**src/rtl/semw_pkg.sv**
```systemverilog
// types and constants shared by the semaphore waiter queue
package semw_pkg;

	typedef enum logic [1:0] {
		OP_WAIT   = 2'd0,
		OP_SIGNAL = 2'd1,
		OP_CLOSE  = 2'd2,
		OP_OPEN   = 2'd3
	} op_t;

	typedef enum logic [1:0] {
		ST_OK      = 2'd0,
		ST_BLOCKED = 2'd1,
		ST_CLOSED  = 2'd2,
		ST_FULL    = 2'd3
	} status_t;

	typedef enum logic [1:0] {
		S_IDLE,
		S_SEARCH,
		S_TAKE,
		S_DRAIN
	} state_t;

	typedef enum logic [2:0] {
		CELL_HOLD,
		CELL_CLEAR,
		CELL_PUSH,
		CELL_SHIFT,
		CELL_MARK,
		CELL_NARROW
	} cell_op_t;

	typedef struct packed {
		cell_op_t op;
		logic     head_take;
		logic     any_zero;
	} cell_ctl_t;

	localparam int COUNT_W   = 16;
	localparam int INIT_W    = 15;
	localparam int CFG_IDX_W = 1;

	localparam logic signed [COUNT_W-1:0] COUNT_MAX = 16'sh7FFF;
	localparam logic signed [COUNT_W-1:0] COUNT_MIN = 16'sh8000;

	localparam logic [CFG_IDX_W-1:0] CFG_INITIAL_COUNT = 1'b0;
	localparam logic [CFG_IDX_W-1:0] CFG_PRIORITY_MODE = 1'b1;

endpackage

```
**src/rtl/counting_semaphore_waiter_queue_top.sv**
```systemverilog
// counting semaphore with a chain of cells holding the waiter queue
// open, wait, closed-error and fifo signal give a registered result in the cycle after start
// priority signal: one cell-wide search step per id bit and one take
// close with n waiters: n results back to back, one cell shift each
// these items can follow back to back; busy is high during search, take and drain
// reset: count 0, semaphore closed, queue empty, registers 0; no results in flight
module counting_semaphore_waiter_queue_top #(
	parameter int QUEUE_DEPTH = 16,
	parameter int ID_BITS     = 8
) (
	input  logic                               clk,
	input  logic                               arst_n,
	input  logic                               start,
	output logic                               busy,
	input  logic [1:0]                         mode,
	input  logic [ID_BITS-1:0]                 thread_id,
	input  logic                               cfg_we,
	input  logic [semw_pkg::CFG_IDX_W-1:0]     cfg_index,
	input  logic [semw_pkg::INIT_W-1:0]        cfg_wdata,
	output logic                               done,
	output logic [1:0]                         status,
	output logic                               woken_valid,
	output logic [ID_BITS-1:0]                 woken_id,
	output logic                               woken_by_close,
	output logic                               last
);
	import semw_pkg::*;

	localparam int BIT_W = (ID_BITS > 1) ? $clog2(ID_BITS) : 1;

	state_t                      state_q, state_d;
	logic [BIT_W-1:0]            bit_q;
	logic signed [COUNT_W-1:0]   count_q, count_d;
	logic                        open_q, open_d;
	logic [INIT_W-1:0]           init_q;
	logic                        prio_q;

	logic                        done_q;
	status_t                     status_q;
	logic                        wv_q, wclose_q, last_q;
	logic [ID_BITS-1:0]          wid_q;

	logic                        res_fire;
	status_t                     res_status;
	logic                        res_wv, res_wclose, res_last;
	logic [ID_BITS-1:0]          res_wid;

	cell_ctl_t                   ctl;
	logic                        any_zero;
	logic [ID_BITS-1:0]          sel_or;

	logic [QUEUE_DEPTH-1:0]      valid_w;
	logic [QUEUE_DEPTH-1:0]      zero_w;
	logic [QUEUE_DEPTH:0]        hit_w;
	logic [ID_BITS-1:0]          id_w  [QUEUE_DEPTH];
	logic [ID_BITS-1:0]          sel_w [QUEUE_DEPTH];

	assign busy     = (state_q != S_IDLE);
	assign hit_w[0] = ctl.head_take;
	assign any_zero = |zero_w;

	always_comb begin
		sel_or = '0;
		for (int i = 0; i < QUEUE_DEPTH; i++) begin
			sel_or = sel_or | sel_w[i];
		end
	end

	for (genvar g = 0; g < QUEUE_DEPTH; g++) begin : g_cell
		logic               prev_v;
		logic               next_v;
		logic [ID_BITS-1:0] next_i;
		if (g == 0) begin : g_head
			assign prev_v = 1'b1;
		end else begin : g_mid
			assign prev_v = valid_w[g-1];
		end
		if (g == QUEUE_DEPTH - 1) begin : g_tail
			assign next_v = 1'b0;
			assign next_i = '0;
		end else begin : g_body
			assign next_v = valid_w[g+1];
			assign next_i = id_w[g+1];
		end
		semw_cell #(
			.ID_BITS (ID_BITS),
			.BIT_W   (BIT_W)
		) u_cell (
			.clk        (clk),
			.arst_n     (arst_n),
			.ctl        (ctl),
			.bit_sel    (bit_q),
			.push_id    (thread_id),
			.prev_valid (prev_v),
			.next_valid (next_v),
			.next_id    (next_i),
			.hit_in     (hit_w[g]),
			.valid      (valid_w[g]),
			.id         (id_w[g]),
			.hit_out    (hit_w[g+1]),
			.zero_bit   (zero_w[g]),
			.sel_id     (sel_w[g])
		);
	end

	// next state
	always_comb begin
		state_d = state_q;
		case (state_q)
			S_IDLE: begin
				if (start && open_q) begin
					if (op_t'(mode) == OP_SIGNAL && count_q < 0 && valid_w[0] && prio_q) begin
						state_d = S_SEARCH;
					end else if (op_t'(mode) == OP_CLOSE && valid_w[1]) begin
						state_d = S_DRAIN;
					end
				end
			end
			S_SEARCH: if (bit_q == '0) state_d = S_TAKE;
			S_TAKE:   state_d = S_IDLE;
			S_DRAIN:  if (!valid_w[1]) state_d = S_IDLE;
			default:  state_d = S_IDLE;
		endcase
	end

	// outputs, cell control and count update
	always_comb begin
		ctl.op        = CELL_HOLD;
		ctl.head_take = 1'b0;
		ctl.any_zero  = any_zero;
		res_fire      = 1'b0;
		res_status    = ST_OK;
		res_wv        = 1'b0;
		res_wid       = '0;
		res_wclose    = 1'b0;
		res_last      = 1'b1;
		count_d       = count_q;
		open_d        = open_q;
		case (state_q)
			S_IDLE: begin
				if (start) begin
					res_fire = 1'b1;
					if (op_t'(mode) == OP_OPEN) begin
						count_d = COUNT_W'({1'b0, init_q});
						open_d  = 1'b1;
						ctl.op  = CELL_CLEAR;
					end else if (!open_q) begin
						res_status = ST_CLOSED;
					end else begin
						case (op_t'(mode))
							OP_WAIT: begin
								if (count_q > 0) begin
									count_d = count_q - 16'sd1;
								end else if (valid_w[QUEUE_DEPTH-1]) begin
									res_status = ST_FULL;
								end else begin
									if (count_q != COUNT_MIN) count_d = count_q - 16'sd1;
									ctl.op     = CELL_PUSH;
									res_status = ST_BLOCKED;
								end
							end
							OP_SIGNAL: begin
								if (count_q != COUNT_MAX) count_d = count_q + 16'sd1;
								if (count_q < 0 && valid_w[0]) begin
									if (prio_q) begin
										ctl.op   = CELL_MARK;
										res_fire = 1'b0;
									end else begin
										ctl.op        = CELL_SHIFT;
										ctl.head_take = 1'b1;
										res_wv        = 1'b1;
										res_wid       = id_w[0];
									end
								end
							end
							OP_CLOSE: begin
								open_d = 1'b0;
								if (valid_w[0]) begin
									ctl.op        = CELL_SHIFT;
									ctl.head_take = 1'b1;
									res_wv        = 1'b1;
									res_wid       = id_w[0];
									res_wclose    = 1'b1;
									res_last      = !valid_w[1];
								end
							end
							default: res_status = ST_OK;
						endcase
					end
				end
			end
			S_SEARCH: ctl.op = CELL_NARROW;
			S_TAKE: begin
				ctl.op   = CELL_SHIFT;
				res_fire = 1'b1;
				res_wv   = 1'b1;
				res_wid  = sel_or;
			end
			S_DRAIN: begin
				ctl.op        = CELL_SHIFT;
				ctl.head_take = 1'b1;
				res_fire      = 1'b1;
				res_wv        = 1'b1;
				res_wid       = id_w[0];
				res_wclose    = 1'b1;
				res_last      = !valid_w[1];
			end
			default: ctl.op = CELL_HOLD;
		endcase
	end

	always_ff @(posedge clk or negedge arst_n) begin
		if (!arst_n) begin
			state_q <= S_IDLE;
			bit_q   <= '0;
			count_q <= '0;
			open_q  <= 1'b0;
			init_q  <= '0;
			prio_q  <= 1'b0;
			done_q  <= 1'b0;
		end else begin
			state_q <= state_d;
			count_q <= count_d;
			open_q  <= open_d;
			done_q  <= res_fire;
			if (state_q == S_SEARCH) begin
				bit_q <= bit_q - 1'b1;
			end else begin
				bit_q <= BIT_W'(ID_BITS - 1);
			end
			if (cfg_we) begin
				case (cfg_index)
					CFG_INITIAL_COUNT: init_q <= cfg_wdata;
					CFG_PRIORITY_MODE: prio_q <= cfg_wdata[0];
					default:           prio_q <= prio_q;
				endcase
			end
		end
	end

	always_ff @(posedge clk) begin
		status_q <= res_status;
		wv_q     <= res_wv;
		wid_q    <= res_wid;
		wclose_q <= res_wclose;
		last_q   <= res_last;
	end

	assign done           = done_q;
	assign status         = status_q;
	assign woken_valid    = wv_q;
	assign woken_id       = wid_q;
	assign woken_by_close = wclose_q;
	assign last           = last_q;

endmodule

```
**src/rtl/semw_cell.sv**
```systemverilog
// one queue cell: holds a waiter id, its valid bit and a search candidate flag
module semw_cell #(
	parameter int ID_BITS = 8,
	parameter int BIT_W   = 3
) (
	input  logic                clk,
	input  logic                arst_n,
	input  semw_pkg::cell_ctl_t ctl,
	input  logic [BIT_W-1:0]    bit_sel,
	input  logic [ID_BITS-1:0]  push_id,
	input  logic                prev_valid,
	input  logic                next_valid,
	input  logic [ID_BITS-1:0]  next_id,
	input  logic                hit_in,
	output logic                valid,
	output logic [ID_BITS-1:0]  id,
	output logic                hit_out,
	output logic                zero_bit,
	output logic [ID_BITS-1:0]  sel_id
);
	import semw_pkg::*;

	logic               valid_q;
	logic               cand_q;
	logic [ID_BITS-1:0] id_q;
	logic               take;
	logic               load;

	assign take     = (ctl.op == CELL_SHIFT) && (hit_in || cand_q);
	assign load     = (ctl.op == CELL_PUSH) && !valid_q && prev_valid;
	assign hit_out  = hit_in || cand_q;
	assign zero_bit = cand_q && !id_q[bit_sel];
	assign sel_id   = (cand_q && !hit_in) ? id_q : '0;
	assign valid    = valid_q;
	assign id       = id_q;

	always_ff @(posedge clk or negedge arst_n) begin
		if (!arst_n) begin
			valid_q <= 1'b0;
			cand_q  <= 1'b0;
		end else begin
			case (ctl.op)
				CELL_CLEAR:  valid_q <= 1'b0;
				CELL_PUSH:   if (load) valid_q <= 1'b1;
				CELL_SHIFT:  if (take) valid_q <= next_valid;
				CELL_MARK:   cand_q <= valid_q;
				CELL_NARROW: cand_q <= cand_q && !(ctl.any_zero && id_q[bit_sel]);
				default:     valid_q <= valid_q;
			endcase
		end
	end

	always_ff @(posedge clk) begin
		if (load) begin
			id_q <= push_id;
		end else if (take) begin
			id_q <= next_id;
		end
	end

endmodule

```
**config.mk**
```make
export PLATFORM = sky130hd
export DESIGN_NAME = counting_semaphore_waiter_queue_top
export DESIGN_NICKNAME = d
export VERILOG_FILES = /design/src/rtl/semw_pkg.sv /design/src/rtl/counting_semaphore_waiter_queue_top.sv /design/src/rtl/semw_cell.sv
export SDC_FILE = /design/constraint.sdc
export NUM_CORES = 1
export LEC_CHECK = 0
export ABC_AREA = 0
export ABC_CLOCK_PERIOD_IN_PS = 4180
export BUFFER_PORTS_ARGS = -buffer_cell sky130_fd_sc_hd__buf_2
export CELL_PAD_IN_SITES_DETAIL_PLACEMENT = 0
export CELL_PAD_IN_SITES_GLOBAL_PLACEMENT = 1
export CORE_MARGIN = 5
export CORE_UTILIZATION = 52
export DETAILED_ROUTE_END_ITERATION = 10
export GPL_TIMING_DRIVEN = 1
export MAX_ROUTING_LAYER = met4
export PLACE_DENSITY = 0.78
export SYNTH_ARGS = -nofsm -noshare
export SYNTH_HDL_FRONTEND = slang
export SYNTH_SLANG_ARGS = --single-unit
```
**constraint.sdc**
```tcl
create_clock -name clk -period 4.18 [get_ports clk]
set_clock_uncertainty 0.2 [all_clocks]
set_input_delay 0.209 -clock clk [delete_from_list [all_inputs] [get_ports clk]]
set_output_delay 0.209 -clock clk [all_outputs]
set_load 0.02 [all_outputs]
```
==> results of run 1 <==
## cell families (layout without fill, tap and decap cells)
group / after synthesis / in the layout
AO/OA/AOI/OAI: 264 / 264
XOR/XNOR: 8 / 8
adder cells (fa/ha/maj): 30 / 30
buffers and inverters: 98 / 162
flip-flops: 212 / 212
multiplexers: 203 / 203
AND/OR/NAND/NOR: 241 / 241
## sequential cells by signal, summed over array words and instances, names as in the netlist, 2 cells and up, named ones only
| name | cells |
|---|---|
| g_cell.u_cell.valid | 16 |
| count_q | 16 |
| bit_q | 3 |
| state_q | 2 |
| init_q | 15 |
| woken_id | 8 |
| g_cell.u_cell.id | 128 |
| g_cell.u_cell.cand_q | 16 |
| status | 2 |
## power groups by stage
| stage | combinational (W) | sequential [W] | clock, W |
|---|---|---|---|
| finish | 0.00152 | 0.00264 | 0.00209 |
| global route | 0.00169 | 0.00267 | 0.00222 |
| CTS | 0.00150 | 0.00264 | 0.00212 |
| detailed placement | 0.00148 | 0.00267 | 0 |
| global placement | 0.00146 | 0.00267 | 0 |
| floorplan | 0.00111 | 0.00261 | 0 |
## cell usage after synthesis (all sizes together) (7+ instances only)
cell / number
mux2: 152
edfxtp: 128
dfrtp: 71
nor2: 70
a21oi: 69
nand2: 67
o21ai: 40
buf: 36
mux4: 32
clkbuf: 30
inv: 30
ha: 28
a22oi: 27
nor3: 22
a221oi: 19
mux2i: 19
a211oi: 14
dfxtp: 13
a221o: 11
and3: 11
nor4: 11
a31oi: 10
and2: 10
nand3: 10
o22ai: 10
a21o: 9
a22o: 9
o221ai: 9
nand4: 7
o21bai: 7
or2: 7
## area by class of cell
class | instances | area [sq um] | share of cell area [%]
Tap cell | 324 | 405 | 2.87
Timing Repair Buffer | 86 | 591 | 4.18
Inverter | 31 | 116 | 0.824
Clock inverter | 12 | 105 | 0.744
Clock buffer | 33 | 666 | 4.71
Multi-Input combinational cell | 746 | 6350 | 45.0
Sequential cell | 212 | 5880 | 41.7
## metrics by stage
step	instance area, sq um	hold slack (ns)
6_report	14100	0.0761
5_1_grt	14100	0.0847
4_1_cts	14100	0.0636
3_5_place_dp	13100	0.234
3_3_place_gp	13100	0.211
2_1_floorplan	12700	-0.287
## worst max-delay path: cells and delay by family (launching register included)
family	cells	cell delay, ns
AND/OR/NAND/NOR	3	1.15
AO/OA/AOI/OAI	3	0.83
flip-flops	1	0.42
adder cells (fa/ha/maj)	1	0.41
buffers and inverters	2	0.31
## worst min-delay path by stage
stage | to | slack (ns) | cells past startpoint
global placement | init_q[6] | 0.21 | 1
floorplan | async pin | -0.29 | 0
finish | init_q[3] | 0.08 | 4
detailed placement | init_q[6] | 0.23 | 1
CTS | init_q[6] | 0.06 | 4
global route | init_q[5] | 0.08 | 4
## routing by layer
layer	up-vias	routed length (microns)	GRT usage, %
met3	59	2350	3.50
met5	-	0	-
met1	4545	15100	35.4
met2	355	15600	37.8
li1	4226	-	-
met4	0	1020	6.79
## placed cells by master (no fill, tap or decap), types with 6 or more instances in the layout
cell type      instances
a221oi_1              17
a22oi_1               27
nand4_1                7
a211oi_1              14
a21oi_1               68
mux2i_1               19
dlygate4sd3_1         21
o22ai_1               10
and2_1                 9
dfxtp_1               13
clkinv_2               6
clkbuf_16             25
buf_2                 43
clkbuf_1               7
a21o_1                 9
and3_1                10
o21ai_0               39
o221ai_1               9
nor2_1                61
mux4_1                27
a31oi_1                9
buf_4                 22
mux2_2               152
o21bai_1               7
dfrtp_1               71
nand3_1               10
nor3_1                20
nor4_1                 8
nand2_1               64
ha_1                  28
edfxtp_1             128
a22o_1                 9
inv_1                 29
a221o_1               11
==> summary.md, run 1 <==
| Metric | Value |
|---|---|
| CTS tree | done |
| First-pass GRT wire length | about 54 mm |
| Crit path to | g_cell[9].u_cell.id[6] |
| Mux cell area share after synthesis | 21.5% |
| Sw Ratio | a little under a third |
| Initial Util | a little over half |
| R2R setup slack | 0.56 ns |
| Core Region | 24,200 sq um |
| Slew HR | 23.3% |
| Iteration-0 DRC Markers | 860 |
| FF+latch count, synth | approximately 210 |
| Endpoints failing setup | 0 |
| CP Launch Point | state_q[1] |
| Final core utilization | slightly below 60% |
| Largest family of logic cells by synthesized area | multiplexers |
| Mapped Nets | between 1,000 and 1,500 |
| Resized cells post-CTS | 0 |
| Clk_lat worst skew | about 0.52 ns |
| P_sw | 0.00198 W |
| Dpl ws | 0.653 ns |
| Flop pwr share | 42.2% |
| Final worst path period share | 86.7% |
| Comb pwr share | 24.3% |
| Static leakage | 5.37 nW |
| Post-Syn Instances | approximately 1,100 |
| Slowest cell on the critical path | or2_1 |
| Detailed Routing Iterations Pass 1 | 8 |
| Setup TNS | 0 ns |
| Clk sinks | 212 |
| CP endpoint kind | flip-flop |
| Xor-xnor portion of the synthesized cell area | 0.551% |
| I/O Buffers | 44 |
| Arrival @ worst endpoint | 3.65 ns |
| Slew @ Worst Pin | 1.14 ns |
| Vias in the first global route | 9,050 |
| Antenna Nets Post-Route | 0 |
| Max Clk Rate | 276 MHz |
| Max Cap Viol | 0 |
| Longest Clk Path Bufs | 3 |
| # rows | 57 |
| Final wirelength | 34.1 mm |
| R2r worst-path depth | 9 |
| Postcts setup bufs | 0 |
| Maximum VDD drop | 0.313 mV |
| Top area cells in the synthesized netlist | edfxtp_1 (30%), dfrtp_1 (14%), mux2_2 (13%) |
| Simple-gate share of the synthesized area | 10.3% |
| Synthesis Warnings | 0 |
| Crit-path max FO | 13 |
| Pin count of the biggest net entering global routing | 72 |
| Synthesis-to-layout area growth | 11.1% |
| Status | completed |
| H-Tree Depth | 1 |
| Die Wd | 166 microns |
| P per Cell Area | 442 nW/um^2 |
| Clock share of power | 33.5% |
| Initial antenna violation count | 0 |
| Final worst path period need | 3.62 ns |
| Die H | 166 microns |
| Post-synth top area cell | edfxtp_1 |
| Hold Crit Class | primary input to flip-flop |
| Diodes inserted | 0 |
| Synth Area in Adders | under 10% |
| Grt total ovfl | 0 |
| Unrepaired setup endpoints after global routing | no |
| Worst path required time | 4.21 ns |
| Tot Pwr | 0.00625 W |
| Root buffer cell | clkbuf_16 |
| Cts hold-fix bufs | 21 |
| Synth cell types | about 90 |
| Via count | 9,185 |
| Hpwl dp | about 24 mm |
| Synth top area share | between 30% and 40% |
| Post-synth EDFFs | ~130 |
| GRT Util Overall | 24.9% |
| Cell Area, Synth | around 13,000 sq um |
| Async S/R FF share, synth | 33.5% |
| Drt drc | 0 |
| Proportion of layout cells with a drive suffix above 1 | 26.2% |
| Main synth FF type | edfxtp_1 |
| Nets | roughly 1,200 |
| Final cell count without fillers | 1,444 |
| Synth Area in Compound Gates | 14.5% |
| Post-DR wirelength/cell | 23.6 microns |
| DP Cell Count | 1,378 |
| CTS buffer count | 25 |
| Crit path launch type | flip-flop |
| HP Start | cfg_index |
| R2R Path Start | state_q[1] |
| Final slew viol count | 0 |
| Slowest stage delay, CP | 0.54 ns |
| Die area | 27,700 sq um |
| Critical path class | flip-flop to flip-flop |
| DR vias/cell | 6.36 |
| I/O pin cnt | 45 |
| CTS clock-pin slew for the worst setup and hold paths | roughly 0.06 ns |
| Int Pwr | 0.00427 W |
| Mean area per synthesized cell | 12.0 sq um |
| Reg-to-reg endpoint | g_cell[9].u_cell.id[6] |
| Final worst slack | 0.557 ns |
| Fill count | 1,989 |
| Final hold violations | 0 |
| CP Cell Sequence | inv_1 > ha_1 > and4b_1 > o2111ai_2 > a21oi_2 > or2_1 > nor3_1 > o22ai_1 > buf_4 |
| GPL Wtd Cong | 0.895 |
| Share of the yosys chip area belonging to registers | between 40% and 50% |
(Power assumes the default switching activity.)
==> run 2: changes to the inputs <==
Settings changed: ABC_CLOCK_PERIOD_IN_PS 4180 to 3760, MAX_ROUTING_LAYER met4 to not set.
Clock period 4.18 ns to 3.76 ns, I/O delays scaled along.
==> run 2 against run 1 <==
  * Sequential power grew 11%
  * Critical path depth grew 2
  * Core utilization grew 0.29 points
  * Hold slack lost 0.023 ns
  * Flip-flop and latch count is the same
  * Sequential share of layout area shrank 0.21 points
  * Total power grew 12%
==> summary.md, run 2 (same netlist as run 1, synthesis figures left out) <==
| Metric | Value |
|---|---|
| Status | completed |
| Initial antenna violation count | 0 |
| Longest Clk Path Bufs | 3 |
| Int Pwr | 0.00477 W |
| Commonest non-fill, non-tap cell in the layout | mux2_2 |
| Core Region | around 24,000 sq um |
| Proportion of layout cells with a drive suffix above 1 | 26.3% |
| # rows | 57 |
| Sw Ratio | between 30% and 40% |
| Static leakage | ~5.4 nW |
| Slowest cell on the critical path | dlygate4sd3_1 |
| Final hold violations | 0 |
| Final wirelength | 34.3 mm |
| Synthesis-to-layout area growth | 11.6% |
| Crit-path max FO | 17 |
| Die area | 27,700 sq um |
| Iteration-0 DRC Markers | roughly 1,100 |
| Diodes inserted | 0 |
| Detailed Routing Iterations Pass 1 | 6 |
| Final worst slack | 0.439 ns |
| Vias in the first global route | 9,292 |
| Clock share of power | 33.2% |
| CTS buffer count | 25 |
| Arrival @ worst endpoint | 3.31 ns |
| Setup TNS | 0 ns |
| Post-DR wirelength/cell | 23.7 microns |
| P per Cell Area | between 400 and 500 nW/um^2 |
| P_sw | about 0.0022 W |
| Delay-heaviest family, CP | compound AO/OA/AOI/OAI gates |
| Die H | about 170 microns |
| Via count | 9,333 |
| CTS tree | done |
| Resized cells post-CTS | 0 |
| Dpl ws | between 0.4 and 0.5 ns |
| Grt total ovfl | 0 |
| Crit path launch type | primary input |
| Antenna Nets Post-Route | 0 |
| Hpwl dp | between 20 and 25 mm |
| Clk sinks | 212 |
| I/O Buffers | 44 |
| H-Tree Depth | 1 |
| CP endpoint kind | flip-flop |
| Unrepaired setup endpoints after global routing | no |
| Critical path class | primary input to flip-flop |
| Root buffer cell | clkbuf_16 |
| Nets | 1,169 |
| GPL Wtd Cong | 0.865 |
| Drt drc | 0 |
| DR vias/cell | approximately 6.4 |
| Slew @ Worst Pin | approximately 1.1 ns |
| Pin count of the biggest net entering global routing | 72 |
| Final worst path period need | approximately 3.3 ns |
| CTS clock-pin slew for the worst setup and hold paths | 0.06 ns |
| Initial Util | 52.6% |
| Flop pwr share | 41.8% |
| GRT Util Overall | 24.5% |
| Worst-case hold slack | approximately 0.053 ns |
| Commonest non-fill, non-tap cells in the layout | mux2_2 (152), edfxtp_1 (128), dfrtp_1 (71), a21oi_1 (68), nand2_1 (64) |
| Maximum VDD drop | approximately 0.45 mV |
| Hold Crit Class | primary input to flip-flop |
| Max FFs per register | 128 |
| Comb pwr share | 24.9% |
| First-pass GRT wire length | 54.7 mm |
| Slew HR | 27.8% |
| Final slew viol count | 0 |
| Final worst path period share | approximately nine tenths |
| Max Clk Rate | 301 MHz |
| Die Wd | 166 microns |
| I/O pin cnt | 45 |
| Max Cap Viol | 0 |
| Worst path required time | 3.75 ns |
| CP Cell Sequence | dlygate4sd3_1 > buf_2 > inv_1 > ha_1 > and3b_4 > o211a_1 > o31ai_4 > o2111a_2 > nand2_1 > nor2_4 > a21o_1 |
| Final core utilization | 58.7% |
| Slowest stage delay, CP | 0.53 ns |
| Clk_lat worst skew | 0.53 ns |
| Endpoints failing setup | 0 |
| Crit path buf inv count | 3 |
run 2: cell types whose count changed in the layout (fill, tap and decap cells not counted):
cell,change
buf_12,+1
dlygate4sd3_1,+1
clkbuf_1,+3
inv_6,+1
buf_4,+6
clkinv_2,-5
run 2: per-layer routing:
metal | track usage (%) | wire (microns) | part of all wire [%] | vias to the layer above
met5 | 0 | 0 | 0 | -
met4 | 6.33 | 964 | 2.8 | 0
met3 | 4.69 | 2890 | 8.4 | 62
met2 | 37.4 | 15200 | 44 | 406
met1 | 36.3 | 15300 | 44 | 4618
li1 | - | - | - | 4247
run 2: power groups by stage:
stage	Clock [W]	Combinational, W	Sequential [W]
2_1_floorplan	0	0.00124	0.00291
3_3_place_gp	0	0.00167	0.00296
3_5_place_dp	0	0.00169	0.00296
4_1_cts	0.00236	0.00173	0.00291
5_1_grt	0.00248	0.00195	0.00295
6_report	0.00232	0.00174	0.00292
run 2: timing repair:
action	CTS	global route
hold endpoints to repair	92	0
buffers inserted	0	0
hold buffers	22	0
run 2: metrics by stage:
stage / instance area (sq um) / total power [W] / cells
2_1_floorplan: 12700 / 0.00414 / 1056
3_3_place_gp: 13200 / 0.00463 / 1385
3_5_place_dp: 13200 / 0.00465 / 1385
4_1_cts: 14200 / 0.00700 / 1451
5_1_grt: 14200 / 0.00737 / 1451
6_report: 14200 / 0.00697 / 1451
run 2: final timing paths:
| path | start | endpoint | slack (ns) | cells after the start |
|---|---|---|---|---|
| max in group asynchronous | arst_n | g_cell[8].u_cell.cand_q | 2.59 | 2 |
| hold reg to reg | init_q[10] | init_q[10] | 0.31 | 1 |
| setup / recovery | mode[1] | g_cell[7].u_cell.id[5] | 0.44 | 11 |
| setup reg to reg | g_cell[6].u_cell.cand_q | g_cell[10].u_cell.id[0] | 0.57 | 7 |
| hold / removal | cfg_index | init_q[1] | 0.05 | 4 |
| min in group asynchronous | arst_n | count_q[4] | 0.16 | 2 |
run 2: layout make-up:
| type | instances | area [sq um] |
|---|---|---|
| Inverter | 31 | 116 |
| Sequential cell | 212 | 5880 |
| Multi-Input combinational cell | 746 | 6350 |
| Fill cell | 1974 | 9990 |
| Clock inverter | 8 | 88.8 |
| Clock buffer | 36 | 677 |
| Timing Repair Buffer | 94 | 666 |
| Tap cell | 324 | 405 |
run 2: worst register-to-register path, cell delays in order (launching register included):
cell and delay (ns):
dfrtp_1 0.52, or3_1 0.56, nor2_1 0.29, nand2_1 0.11
nor3_1 0.50, and3_1 0.27, nor2_1 0.07, or2_2 0.39
==> run 3: changes to the inputs <==
Settings changed: ABC_CLOCK_PERIOD_IN_PS 3760 to 4150, CORE_UTILIZATION 52 to 55, PLACE_DENSITY 0.78 to 0.82.
Clock period 3.76 ns to 4.15 ns, I/O delays scaled along.
==> run 3 against run 2 <==
  * Flip-flop and latch count did not move
  * Via count fell by 2.0%
  * Global-route usage rose by 0.77 points
  * Combinational power fell by 12%
  * Die area fell by 5.1%
  * Register-to-register slack got worse by 0.09 ns
  * Cell count fell by 3.2%
  * Core utilization rose by 3.2 points
  * Critical path type is now flip-flop to flip-flop
  * Largest power group unchanged
==> summary.md, run 3 (same netlist as run 1, synthesis figures left out) <==
| Metric | Value |
|---|---|
| Status | completed |
| CTS tree | done |
| Clock share of power | between 30% and 40% |
| Worst path required time | 4.15 ns |
| Max FFs per register | 128 |
| P per Cell Area | 440 nW/um^2 |
| # rows | 55 |
| Min-Delay Path Depth | 4 |
| Reg-to-reg endpoint | g_cell[13].u_cell.id[7] |
| HP Start | cfg_index |
| Pin count of the biggest net entering global routing | 72 |
| WHS Endpoint | init_q[12] |
| Via count | 9,149 |
| Die area | between 20,000 and 30,000 sq um |
| Commonest non-fill, non-tap cell in the layout | mux2_2 |
| I/O pin cnt | 45 |
| Post-DR wirelength/cell | about 24 microns |
| Slew @ Worst Pin | 1.15 ns |
| Arrival @ worst endpoint | between 3 and 4 ns |
| Final worst path period share | roughly nine tenths |
| Clk_lat worst skew | about 0.52 ns |
| R2R Path Start | state_q[1] |
| Diodes inserted | 0 |
| Critical path class | flip-flop to flip-flop |
| Final worst path period need | 3.67 ns |
| Slowest cell on the critical path | nor3_2 |
| Core Region | 22,700 sq um |
| Int Pwr | between 0.004 and 0.005 W |
| Grt total ovfl | 0 |
| Antenna Nets Post-Route | 0 |
| Initial antenna violation count | 0 |
| CTS clock-pin slew for the worst setup and hold paths | roughly 0.06 ns |
| Longest Clk Path Bufs | 3 |
| Commonest non-fill, non-tap cells in the layout | mux2_2 (152), edfxtp_1 (128), dfrtp_1 (71), a21oi_1 (68), nand2_1 (64) |
| Endpoints failing setup | 0 |
| P_sw | slightly below 0.002 W |
| Die Wd | 162 microns |
| R2r worst-path depth | 9 |
| CTS buffer count | 24 |
| Sw Ratio | between 30% and 40% |
| Slew HR | about 22% |
| GPL Wtd Cong | 0.918 |
| Root buffer cell | clkbuf_16 |
| Crit path launch type | flip-flop |
| Static leakage | around 5.3 nW |
| Hold Crit Class | primary input to flip-flop |
| R2R setup slack | approximately 0.48 ns |
| Synthesis-to-layout area growth | 10.5% |
| Comb pwr share | 24.7% |
| Maximum VDD drop | 0.347 mV |
| Final hold violations | 0 |
| Nets | 1,160 |
| GRT Util Overall | about a quarter |
| Max Clk Rate | 272 MHz |
| DR vias/cell | about 6.5 |
| I/O Buffers | 44 |
| CP Cell Sequence | inv_1 > ha_1 > and4b_1 > o2111ai_2 > a21oi_2 > nor3_2 > nand2_1 > o21ai_0 > nand2b_1 |
| H-Tree Depth | 1 |
| Proportion of layout cells with a drive suffix above 1 | 26.1% |
| Slowest stage delay, CP | 0.79 ns |
| Max Cap Viol | 0 |
| Hpwl dp | between 20 and 25 mm |
| Setup TNS | 0 ns |
| Iteration-0 DRC Markers | 831 |
| Clk sinks | roughly 210 |
| Drt drc | 0 |
| Final slew viol count | 0 |
| Die H | 162 microns |
| First-pass GRT wire length | 52.7 mm |
| Final wirelength | 33.3 mm |
| Unrepaired setup endpoints after global routing | no |
| Detailed Routing Iterations Pass 1 | 5 |
| Vias in the first global route | 9,052 |
| Crit-path max FO | 14 |
| Tot Pwr | 0.00618 W |
| CP endpoint kind | flip-flop |
| Initial Util | 56.0% |
| Flop pwr share | 43.0% |
-- run 3: cell types whose count changed in the layout (fill, tap and decap cells not counted) --
cell | before | now
clkbuf_8 | 1 | 3
clkinv_1 | 5 | 2
clkinv_2 | 1 | 4
inv_6 | 1 | 0
clkinvlp_4 | 0 | 1
bufinv_16 | 2 | 0
buf_4 | 28 | 21
dlygate4sd3_1 | 22 | 21
-- run 3: worst max-delay path by stage --
stage                     cells past startpoint  slack, ns                      end        from
final                                         9       0.48  g_cell[13].u_cell.id[7]  state_q[1]
after global routing                          9       0.23  g_cell[13].u_cell.id[7]  state_q[1]
after CTS                                     9       0.56  g_cell[13].u_cell.id[7]  state_q[1]
after detailed placement                      9       0.58  g_cell[13].u_cell.id[3]  state_q[1]
after global placement                        9       0.67   g_cell[9].u_cell.id[7]  state_q[1]
after floorplan                              10       1.26   g_cell[1].u_cell.id[0]  state_q[1]
-- run 3: power groups by stage --
stage | sequential (W) | clock, W | combinational, W
global placement | 0.00269 | 0 | 0.00146
finish | 0.00266 | 0.00200 | 0.00153
global route | 0.00268 | 0.00213 | 0.00171
CTS | 0.00265 | 0.00202 | 0.00151
detailed placement | 0.00269 | 0 | 0.00148
floorplan | 0.00263 | 0 | 0.00112
-- run 3: timing repair --
| action | CTS | global route |
|---|---|---|
| setup buffers | 0 | 0 |
| hold endpoints to repair | 90 | 0 |
| resized for setup | 0 | 0 |
| hold buffers | 21 | 0 |
-- run 3: per-stage QoR --
stage	utilization, %	worst slack, ns	cells	hold WS, ns	cell area, sq um
floorplan	-	1.26	1056	-0.288	12700
global placement	57.7	0.670	1339	0.215	13100
detailed placement	57.7	0.583	1339	0.212	13100
CTS	61.9	0.555	1404	0.0612	14000
global route	61.9	0.228	1404	0.0747	14000
finish	61.9	0.477	1404	0.0735	14000
-- run 3: layout make-up --
cell class,count,area (sq um)
Timing Repair Buffer,86,603
Tap cell,285,357
Fill cell,1798,8660
Inverter,31,116
Clock buffer,38,704
Clock inverter,6,31.3
Multi-Input combinational cell,746,6350
Sequential cell,212,5880
-- run 3: metal layers --
| layer | up-vias | track usage, % | routed length [microns] |
|---|---|---|---|
| met5 | - | 0 | 0 |
| met4 | 0 | 7.77 | 1110 |
| met3 | 52 | 4.01 | 2350 |
| met2 | 365 | 38.0 | 14800 |
| met1 | 4519 | 37.9 | 15000 |
| li1 | 4213 | - | - |
-- run 3: worst max-delay path, delay by kind of cell (launching register included) --
kind | cells | cell delay [ns]
AND/OR/NAND/NOR | 4 | 1.72
AO/OA/AOI/OAI | 3 | 0.56
flip-flops | 1 | 0.42
adder cells (fa/ha/maj) | 1 | 0.34
buffers and inverters | 1 | 0.10
